**src/design/mfc_pkg.sv**
```systemverilog
// ----------------------------------------------------------------------------
// mfc_pkg
// Shared widths, codes and constants for the magnetometer smoothing and
// hard-iron calibration block.
// ----------------------------------------------------------------------------
package mfc_pkg;

  // Sample and accumulator widths
  localparam int SAMPLE_W = 16;
  localparam int SUM_W    = 21;
  localparam int INCR_W   = 33;
  localparam int ANGLE_W  = 40;

  // Divide by ten: multiply by ceil(2^24 / 10), keep bits from 24 up.
  // Exact for magnitudes below 2^22, well above the accumulator range.
  localparam int               DIV10_SHIFT = 24;
  localparam logic [SUM_W-1:0] DIV10_MUL   = 21'd1677722;

  // Angle fraction bits (2^-24 degree units)
  localparam int ANGLE_FRAC = 24;

  // Fault check: limits of magnitude below SMALL_LIMIT are suspect
  localparam int SMALL_LIMIT     = 20;
  localparam int SMALL_COUNT_MIN = 5;

  // Calibration phases
  localparam logic [1:0] PHASE_IDLE = 2'd0;
  localparam logic [1:0] PHASE_Z    = 2'd1;
  localparam logic [1:0] PHASE_X    = 2'd2;
  localparam logic [1:0] PHASE_Y    = 2'd3;

  // Axis slots in per-axis arrays
  localparam int AX_X = 0;
  localparam int AX_Y = 1;
  localparam int AX_Z = 2;

  // Configuration port
  localparam int               CFG_IDX_W          = 2;
  localparam int               CFG_DATA_W         = 16;
  localparam logic [CFG_IDX_W-1:0] CFG_ANGLE_GAIN     = 2'd0;
  localparam logic [CFG_IDX_W-1:0] CFG_TURN_THRESHOLD = 2'd1;
  localparam logic [CFG_IDX_W-1:0] CFG_UPRIGHT        = 2'd2;

  localparam logic [15:0] ANGLE_GAIN_RESET     = 16'd2048;
  localparam logic [9:0]  TURN_THRESHOLD_RESET = 10'd150;
  localparam logic [14:0] UPRIGHT_RESET        = 15'd5000;

  // Status of the calibration stage after one item
  typedef struct packed {
    logic       fault;
    logic [1:0] phase;
  } cal_status_t;

endpackage

```
**src/design/mfc_calib.sv**
```systemverilog
// ----------------------------------------------------------------------------
// mfc_calib
// Hard-iron calibration: min/max tracking per axis, three gyro turn phases,
// the small-limit fault check and the offset-corrected, saturated output.
// ----------------------------------------------------------------------------
module mfc_calib (
  input  logic                       clk,
  input  logic                       rst,
  input  logic                       en,
  input  logic signed [15:0]         filt [3],
  input  logic signed [32:0]         incr [3],
  input  logic                       start,
  input  logic [9:0]                 turn_threshold,
  output logic signed [15:0]         heading [3],
  output mfc_pkg::cal_status_t       status
);
  import mfc_pkg::*;

  // State
  logic signed [SAMPLE_W-1:0] lim_min [3];
  logic signed [SAMPLE_W-1:0] lim_max [3];
  logic signed [ANGLE_W-1:0]  angle [3];
  logic [1:0]                 phase;
  logic                       clear_pending;
  logic                       check_pending;
  logic                       fault;

  // Next values and intermediates
  logic signed [SAMPLE_W-1:0] lim_min_next [3];
  logic signed [SAMPLE_W-1:0] lim_max_next [3];
  logic signed [ANGLE_W-1:0]  angle_next [3];
  logic signed [SAMPLE_W-1:0] min_base [3];
  logic signed [SAMPLE_W-1:0] max_base [3];
  logic signed [ANGLE_W-1:0]  ang_base [3];
  logic signed [ANGLE_W-1:0]  ang_cand [3];
  logic [ANGLE_W-1:0]         ang_mag [3];
  logic [2:0]                 turn_done;
  logic [ANGLE_W-1:0]         thr_full;
  logic [1:0]                 phase_eff;
  logic [1:0]                 phase_next;
  logic                       active;
  logic                       clr;
  logic                       clear_pending_next;
  logic                       check_pending_next;
  logic                       check_eff;
  logic                       fault_next;
  logic [2:0]                 small_cnt;
  logic signed [SAMPLE_W:0]   mid_sum [3];
  logic signed [SAMPLE_W:0]   mid_half [3];
  logic signed [SAMPLE_W+1:0] diff [3];

  // Limits, angles and phase sequencing
  always_comb begin
    phase_eff = (start && phase == PHASE_IDLE) ? PHASE_Z : phase;
    active    = (phase_eff != PHASE_IDLE);
    clr       = active && clear_pending;
    thr_full  = ANGLE_W'(turn_threshold) << ANGLE_FRAC;

    for (int i = 0; i < 3; i++) begin
      min_base[i] = clr ? '0 : lim_min[i];
      max_base[i] = clr ? '0 : lim_max[i];
      ang_base[i] = clr ? '0 : angle[i];

      lim_min_next[i] = min_base[i];
      lim_max_next[i] = max_base[i];
      if (active) begin
        if (min_base[i] > filt[i]) begin
          lim_min_next[i] = filt[i];
        end else if (max_base[i] < filt[i]) begin
          lim_max_next[i] = filt[i];
        end
      end

      ang_cand[i]   = ang_base[i] + ANGLE_W'(incr[i]);
      ang_mag[i]    = ang_cand[i][ANGLE_W-1] ? ANGLE_W'(-ang_cand[i]) : ANGLE_W'(ang_cand[i]);
      turn_done[i]  = (ang_mag[i] > thr_full);
      angle_next[i] = ang_base[i];
    end

    // Phases run in order Z, X, Y; a finished phase lets the next one run
    phase_next         = phase_eff;
    clear_pending_next = clr ? 1'b0 : clear_pending;
    if (phase_next == PHASE_Z) begin
      angle_next[AX_Z] = ang_cand[AX_Z];
      if (turn_done[AX_Z]) phase_next = PHASE_X;
    end
    if (phase_next == PHASE_X) begin
      angle_next[AX_X] = ang_cand[AX_X];
      if (turn_done[AX_X]) phase_next = PHASE_Y;
    end
    if (phase_next == PHASE_Y) begin
      angle_next[AX_Y] = ang_cand[AX_Y];
      if (turn_done[AX_Y]) begin
        phase_next         = PHASE_IDLE;
        clear_pending_next = 1'b1;
      end
    end
  end

  // Fault check on the updated limits
  always_comb begin
    small_cnt = '0;
    for (int i = 0; i < 3; i++) begin
      small_cnt = small_cnt
                + 3'((lim_min_next[i] > -SMALL_LIMIT) && (lim_min_next[i] < SMALL_LIMIT))
                + 3'((lim_max_next[i] > -SMALL_LIMIT) && (lim_max_next[i] < SMALL_LIMIT));
    end
    // The check runs while calibrating and once after reset; either way it is done now
    check_eff          = active || check_pending;
    check_pending_next = 1'b0;
    fault_next         = check_eff ? (small_cnt >= 3'(SMALL_COUNT_MIN)) : fault;
  end

  // Offset-corrected output, saturated to 16 bits
  always_comb begin
    for (int i = 0; i < 3; i++) begin
      mid_sum[i]  = (SAMPLE_W+1)'(lim_max_next[i]) + (SAMPLE_W+1)'(lim_min_next[i]);
      mid_half[i] = (mid_sum[i] + $signed({{SAMPLE_W{1'b0}}, mid_sum[i][SAMPLE_W]})) >>> 1;
      diff[i]     = (SAMPLE_W+2)'(filt[i]) - (SAMPLE_W+2)'(mid_half[i]);
      if (diff[i] > 18'sd32767) begin
        heading[i] = 16'sh7FFF;
      end else if (diff[i] < -18'sd32768) begin
        heading[i] = 16'sh8000;
      end else begin
        heading[i] = diff[i][SAMPLE_W-1:0];
      end
    end
    status.fault = fault_next;
    status.phase = phase_next;
  end

  // Hold calibration state; advance on each transfer
  always_ff @(posedge clk) begin
    if (rst) begin
      for (int i = 0; i < 3; i++) begin
        lim_min[i] <= '0;
        lim_max[i] <= '0;
        angle[i]   <= '0;
      end
      phase         <= PHASE_IDLE;
      clear_pending <= 1'b1;
      check_pending <= 1'b1;
      fault         <= 1'b0;
    end else if (en) begin
      for (int i = 0; i < 3; i++) begin
        lim_min[i] <= lim_min_next[i];
        lim_max[i] <= lim_max_next[i];
        angle[i]   <= angle_next[i];
      end
      phase         <= phase_next;
      clear_pending <= clear_pending_next;
      check_pending <= check_pending_next;
      fault         <= fault_next;
    end
  end

endmodule

```
**config.mk**
```make
export PLATFORM = sky130hd
export DESIGN_NAME = mfc_calib
export DESIGN_NICKNAME = d
export VERILOG_FILES = /design/src/design/mfc_pkg.sv /design/src/design/mfc_calib.sv
export SDC_FILE = /design/constraint.sdc
export NUM_CORES = 1
export LEC_CHECK = 0
export ABC_AREA = 0
export BUFFER_PORTS_ARGS = -buffer_cell sky130_fd_sc_hd__buf_2
export CAP_MARGIN = 20
export CELL_PAD_IN_SITES_DETAIL_PLACEMENT = 0
export CELL_PAD_IN_SITES_GLOBAL_PLACEMENT = 1
export CORE_ASPECT_RATIO = 0.6
export CORE_MARGIN = 4
export CORE_UTILIZATION = 51
export DETAILED_ROUTE_END_ITERATION = 10
export PLACE_DENSITY_LB_ADDON = 0.2
export SLEW_MARGIN = 20
export SYNTH_ARGS = -nofsm -noshare
export SYNTH_HDL_FRONTEND = slang
export SYNTH_SLANG_ARGS = --single-unit
```
**constraint.sdc**
```tcl
create_clock -name clk -period 31.5 [get_ports clk]
set_input_delay 6.3 -clock clk [delete_from_list [all_inputs] [get_ports clk]]
set_output_delay 6.3 -clock clk [all_outputs]
set_load 0.01 [all_outputs]
```
==> metrics.md, run 1 <==
| Metric | Value |
|---|---|
| Outcome | `finished, final reports clean` |
| Slowest cell on crit path | `nor4_1` |
| Critical path start-end classification | `in -> out` |
| TNS Setup | `0 ns` |
| Leakage | `14.8 nW` |
| Die area | `0.0642 mm^2` |
| Vias/cell | `6.14` |
| Top cell type's share of synthesized area | `21.2%` |
| Hold Vio Cnt, Final | `0` |
| Initial Utilization | `51.6%` |
| DP Wirelength | `73900 um` |
| Least-Margin Pin Slew | `1.07 ns` |
| Register area share after synthesis | `21.5%` |
| Headroom to the max-slew limit | `27.9%` |
| Final wirelength | `95900 um` |
| Post-synth EDFFs | `216` |
| Register area | `0.00659 mm^2` |
| Setup violators final | `0` |
| Synth warn | `0` |
| Mapped cell area | `0.0306 mm^2` |
| Final estimated routing congestion in global placement | `0.933` |
| Buffers on Ports | `211` |
| Layout cells sized above 1 | `8.99%` |
| CTS Hold Buffers Added | `0` |
| Met3 WL | `10700 um` |
| Arrival @ worst endpoint | `16.51 ns` |
| Crit path max fanout | `69` |
| Highest metal used | `met5` |
| Total gr overflow | `0` |
| Synth cell types | `107` |
| Cell taking the most area after synthesis | `edfxtp_1` |
| Die Ht | `198 um` |
| Post-layout min period | `22.81 ns` |
| Final net count | `4541` |
| Finished Layout Cells | `4832` |
| FP Rows | `69` |
| Hold WS | `0.458 ns` |
| IO Count | `212` |
| Pre-Repair DR Iteration Count | `6` |
| All-Layer GR Usage | `28.5%` |
| Max IR drop VDD | `0.0000414 V` |
| Type of the most critical hold path | `reg -> reg` |
| Ant diodes | `0` |
| CTS Buf Count | `28` |
| Tcrit/Tclk final | `72.4%` |
| TritonCTS clock tree | `done` |
| Req. time, crit path | `25.20 ns` |
| Vias after detailed routing | `29700` |
| WHS Path Cells | `1` |
| Post-CTS Setup Inserts | `0` |
| DR WL/cell | `19.8 um` |
| Clock skew | `0.0150 ns` |
| Pin count of the biggest net entering global routing | `103` |
| Routed Antenna Nets | `0` |
| Area of the multi-input gates | `0.0226 mm^2` |
| Layout area overhead | `8.82%` |
| Register-to-register setup slack | `21.55 ns` |
| Met2 Routed Length | `33500 um` |
| Commonest non-fill, non-tap cell in the layout | `nand2_1` |
| Asr flop ratio synth | `0%` |
| Syn avg cell area | `7.84 um^2` |
| Synth Instances | `3907` |
| Max_cap viols | `0` |
| Filler Cell Count | `5696` |
| Initial antenna violation count | `1` |
| Number of synthesized register bits | `221` |
| R2R depth | `29` |
| Vias in the first global route | `25800` |
| Area contributors post-synth | `edfxtp_1 21%, ha_1 14%, and2_1 5.1%` |
| CTS H-Tree Depth | `1` |
| Post-DP Area | `0.0324 mm^2` |
| CTS root buffer | `clkbuf_16` |
| Max stage delay on crit path | `0.76 ns` |
| Fin area | `0.0333 mm^2` |
| Post-synth top flop | `edfxtp_1` |
| Most frequent cells in the layout | `412 x nand2_1, 336 x ha_1, 316 x nor2_1` |
| Worst setup EP type | `output port` |
| DRC | `0` |
| Post-Syn Nets | `4416` |
| Inst Count DP | `4782` |
| Core area | `0.0593 mm^2` |
| CTS Buffer Depth | `3` |
| RSZ-0062 raised after global routing | `no` |
| Total power | `1.67 mW` |
| First-pass GRT wire length | `149000 um` |
| Clk sinks | `221` |
| Die W | `324 um` |
| Clock Pin Slew Worst Setup and Hold Paths | `0.06 ns` |
| # resized after CTS | `0` |
| Starting DRT DRC Count | `3336` |
| CP startpoint kind | `input port` |
| Fin. max-slew vios | `0` |
| Clock latency on the worst-skew pair | `0.59 ns` |
| Max Clk Rate | `43.8 MHz` |
| Wire length on met1 | `50600 um` |
| PwrDens | `50.2 mW/mm^2` |
state kept, by name, indices dropped and copies added, names as in the netlist:
signal	flops
angle	120
lim_min	48
fault	1
clear_pending	1
phase	2
lim_max	48
check_pending	1
worst max-delay path: cells and delay by family:
kind                     cells  cell delay [ns]
AO/OA/AOI/OAI               19             4.56
XOR/XNOR                     1             0.13
adder cells (fa/ha/maj)      3             0.89
buffers and inverters        5             1.32
multiplexers                 1             0.41
AND/OR/NAND/NOR              7             2.83
cell usage after synthesis (all sizes together), types with 14 or more instances:
cell and n:
o21ai 217, nand2 414, nor4 42, and2 253, o211ai 40, xnor2 137, or3 42, clkbuf 128
nand3 119, nand2b 38, a2111oi 25, a22o 19, o21bai 22, a31o 19, o31ai 29, edfxtp 216
nor2b 33, xor2 87, nor3b 14, or2 20, a31oi 27, ha 336, buf 19, nor3 80
and4 17, or4 17, a211o 20, nor2 319, nand4 67, a22oi 18, a21o 97, and3 45
a21oi 283, o21a 91, mux2i 62, a211oi 45, inv 228, a21boi 20
metal layers:
layer / GRT usage, % / up-vias
li1: - / 14700
met1: 47.9 / 13700
met2: 35.3 / 1263
met3: 7.69 / 59
met4: 3.28 / 2
met5: 0 / -
final timing paths:
kind                       from            end
setup reg to reg       phase[1]   angle[0][44]
hold / removal    check_pending  check_pending
setup / recovery          start    heading[34]
hold reg to reg   check_pending  check_pending
logic make-up after synthesis:
kind of cell / Yosys count / synth area share, %
muxes: 65 / 2.14
AOI/OAI and AO/OA: 1119 / 24.8
xor gates and xnor gates: 224 / 6.41
adders and majority gates: 348 / 14.5
DFF: 221 / 21.5
and+or+nand+nor: 1555 / 25.8
buffers and inverters: 375 / 4.85
area by class of cell:
cell class                      count  share of cell area, %
Multi-Input combinational cell   3311                   68.0
Sequential cell                   221                   19.8
Timing Repair Buffer              242                   3.88
Tap cell                          781                   2.93
Inverter                          228                   2.59
Clock buffer                       40                   2.48
Clock inverter                      9                  0.379
metrics by stage:
step	util (%)	setup slack [ns]
2_1_floorplan	-	9.28
3_3_place_gp	54.5	9.27
3_5_place_dp	54.5	9.10
4_1_cts	56.2	8.98
5_1_grt	56.2	7.76
6_report	56.2	8.69
where the power goes:
group          internal [mW]  leakage, nW  switching, mW  total, mW
clock                  0.206        0.461          0.142      0.348
sequential             0.350         2.43        0.00646      0.357
combinational          0.383         11.9          0.584      0.967
total                  0.939         14.8          0.733       1.67
No activity file was read; power rests on OpenSTA's default activity.
==> run 2: changes to the inputs <==
--- a/config.mk
+++ b/config.mk
@@ -12,7 +12,7 @@
 export CELL_PAD_IN_SITES_GLOBAL_PLACEMENT = 1
 export CORE_ASPECT_RATIO = 0.6
 export CORE_MARGIN = 4
-export CORE_UTILIZATION = 51
+export CORE_UTILIZATION = 47
 export DETAILED_ROUTE_END_ITERATION = 10
 export PLACE_DENSITY_LB_ADDON = 0.2
 export SLEW_MARGIN = 20
==> constraint.sdc (replaced) <==
create_clock -name clk -period 21.5 [get_ports clk]
set_input_delay 4.3 -clock clk [delete_from_list [all_inputs] [get_ports clk]]
set_output_delay 4.3 -clock clk [all_outputs]
set_load 0.01 [all_outputs]
==> metrics.md, run 2 (same netlist as run 1, synthesis figures left out) <==
| Metric | Value |
|---|---|
| Routed Antenna Nets | `0 (unchanged)` |
| Max Clk Rate | `52.5 MHz` |
| Critical path start-end classification | `in -> out (unchanged)` |
| RSZ-0062 raised after global routing | `no (unchanged)` |
| CTS root buffer | `clkbuf_16 (unchanged)` |
| Clock latency on the worst-skew pair | `0.60 ns (was 0.59 ns)` |
| TNS Setup | `0 ns (unchanged)` |
| Die W | `338 um (was 324 um)` |
| Slowest cell on crit path | `o21ai_0 (was nor4_1)` |
| Die Ht | `206 um (was 198 um)` |
| All-Layer GR Usage | `27.2% (was 28.5%)` |
| Fin. max-slew vios | `0 (unchanged)` |
| Max IR drop VDD | `0.0000558 V (was 0.0000414 V)` |
| CTS H-Tree Depth | `1 (unchanged)` |
| Number of flip-flops in the largest register | `120 (unchanged)` |
| Vias/cell | `6.08 (was 6.14)` |
| Hold WS | `0.454 ns (was 0.458 ns)` |
| Post-layout min period | `19.04 ns` |
| Worst setup EP type | `output port (unchanged)` |
| Most frequent CP cell | `o21ai_0` |
| Tcrit/Tclk final | `88.6%` |
| IO Count | `212 (unchanged)` |
| DRC | `0 (unchanged)` |
| # resized after CTS | `0 (unchanged)` |
| Final net count | `4540 (was 4541)` |
| Total gr overflow | `0 (unchanged)` |
| Leakage | `14.8 nW (about the same)` |
| Arrival @ worst endpoint | `14.74 ns (was 16.51 ns)` |
| Vias in the first global route | `25800 (about the same)` |
| Headroom to the max-slew limit | `29.6% (was 27.9%)` |
| Max stage delay on crit path | `0.80 ns (was 0.76 ns)` |
| CTS Hold Buffers Added | `0 (unchanged)` |
| Pre-Repair DR Iteration Count | `6 (unchanged)` |
| Final wirelength | `97900 um (was 95900 um)` |
| CP startpoint kind | `input port (unchanged)` |
| Type of the most critical hold path | `reg -> reg (unchanged)` |
| DP Wirelength | `75600 um (was 73900 um)` |
| Clock skew | `0.0183 ns (was 0.0150 ns)` |
| CTS Buf Count | `28 (unchanged)` |
| Initial Utilization | `47.5% (was 51.6%)` |
| First-pass GRT wire length | `152000 um (was 149000 um)` |
| Post-CTS Setup Inserts | `0 (unchanged)` |
| CTS Buffer Depth | `3 (unchanged)` |
| Commonest non-fill, non-tap cell in the layout | `nand2_1 (unchanged)` |
| Layout area overhead | `9.37% (was 8.82%)` |
| Filler Cell Count | `6254 (was 5696)` |
| FP Rows | `72 (was 69)` |
| Vias after detailed routing | `29800 (was 29700)` |
| Outcome | `finished, final reports clean (unchanged)` |
| Crit path max fanout | `160 (was 69)` |
| Clock Pin Slew Worst Setup and Hold Paths | `0.06 ns (about the same)` |
| Final estimated routing congestion in global placement | `0.958 (was 0.933)` |
| PwrDens | `74.3 mW/mm^2 (was 50.2 mW/mm^2)` |
| Most frequent cells in the layout | `412 x nand2_1, 336 x ha_1, 316 x nor2_1 (unchanged)` |
| Layout cells sized above 1 | `8.98% (was 8.99%)` |
| Least-Margin Pin Slew | `1.05 ns (was 1.07 ns)` |
| Hold Vio Cnt, Final | `0 (unchanged)` |
| DR WL/cell | `20.0 um (was 19.8 um)` |
| Core area | `0.0645 mm^2 (was 0.0593 mm^2)` |
| Setup violators final | `0 (unchanged)` |
| Max_cap viols | `0 (unchanged)` |
| Req. time, crit path | `17.20 ns (was 25.20 ns)` |
| TritonCTS clock tree | `done (unchanged)` |
| Die area | `0.0694 mm^2 (was 0.0642 mm^2)` |
| Largest reg by FF count | `angle (unchanged)` |
| Pin count of the biggest net entering global routing | `161 (was 103)` |
| Initial antenna violation count | `3 (was 1)` |
| Buffers on Ports | `211 (unchanged)` |
| Clk sinks | `221 (unchanged)` |
| Largest regs | `angle x120, lim_max x48, lim_min x48 (unchanged)` |
| Starting DRT DRC Count | `3103 (was 3336)` |
## run 2: cell types whose count changed in the layout (fill, tap and decap cells not counted), moves of 2 or more
cell,change
clkbuf_1,-3
clkinv_1,+4
clkbuf_8,-6
clkinv_2,+5
bufinv_16,+4
clkinvlp_4,-2
diode_2,+2
buf_4,-4
## run 2: per-stage QoR
stage / area, um^2 / power, mW / cells / setup WS (ns) / utilization, %
after detailed placement: 32400 / 1.92 / 4850 / 2.95 / 50.3
after global placement: 32400 / 1.92 / 4850 / 3.18 / 50.3
final: 33500 / 2.49 / 4905 / 2.46 / 51.9
after global routing: 33500 / 2.67 / 4903 / 1.80 / 51.9
after CTS: 33400 / 2.48 / 4901 / 2.88 / 51.8
after floorplan: 30600 / 1.55 / 3907 / 3.28 / -
## run 2: worst paths after layout
path | start | end | slack [ns] | cells after the start
worst max-delay path | start | heading[34] | 2.46 | 39
worst max register to register | phase[1] | angle[0][50] | 11.91 | 29
worst min register to register | check_pending | check_pending | 0.45 | 1
worst min-delay path | check_pending | check_pending | 0.45 | 1
## run 2: per-layer routing
metal,GRT usage [%],part of all wire [%],up-vias
li1,-,-,14700
met1,47.9,54,13800
met2,33.3,35,1193
met3,4.66,9.7,54
met4,2.55,0.86,2
met5,0,0.013,-
## run 2: power by group
group	switching (mW)	internal, mW
clock network	0.215	0.327
logic	0.860	0.563
registers	0.00978	0.513
total	1.09	1.40
## run 2: area by class of cell
class	instances	area (um^2)	share of cell area, %
multi-input combinational	3311	22600	67.6
sequential	221	6590	19.7
timing repair buffer	241	1320	3.95
tap	851	1060	3.18
inverter	228	863	2.58
clock buffer	31	733	2.19
clock inverter	20	272	0.811
antenna	2	5.00	0.0149
## run 2: worst max-delay path, delay by kind of cell
| kind | cells | cell delay (ns) |
|---|---|---|
| AOI/OAI and AO/OA | 22 | 6.34 |
| and+or+nand+nor | 8 | 1.68 |
| adders and majority gates | 5 | 1.24 |
| buffers and inverters | 3 | 0.77 |
| xor gates and xnor gates | 1 | 0.27 |
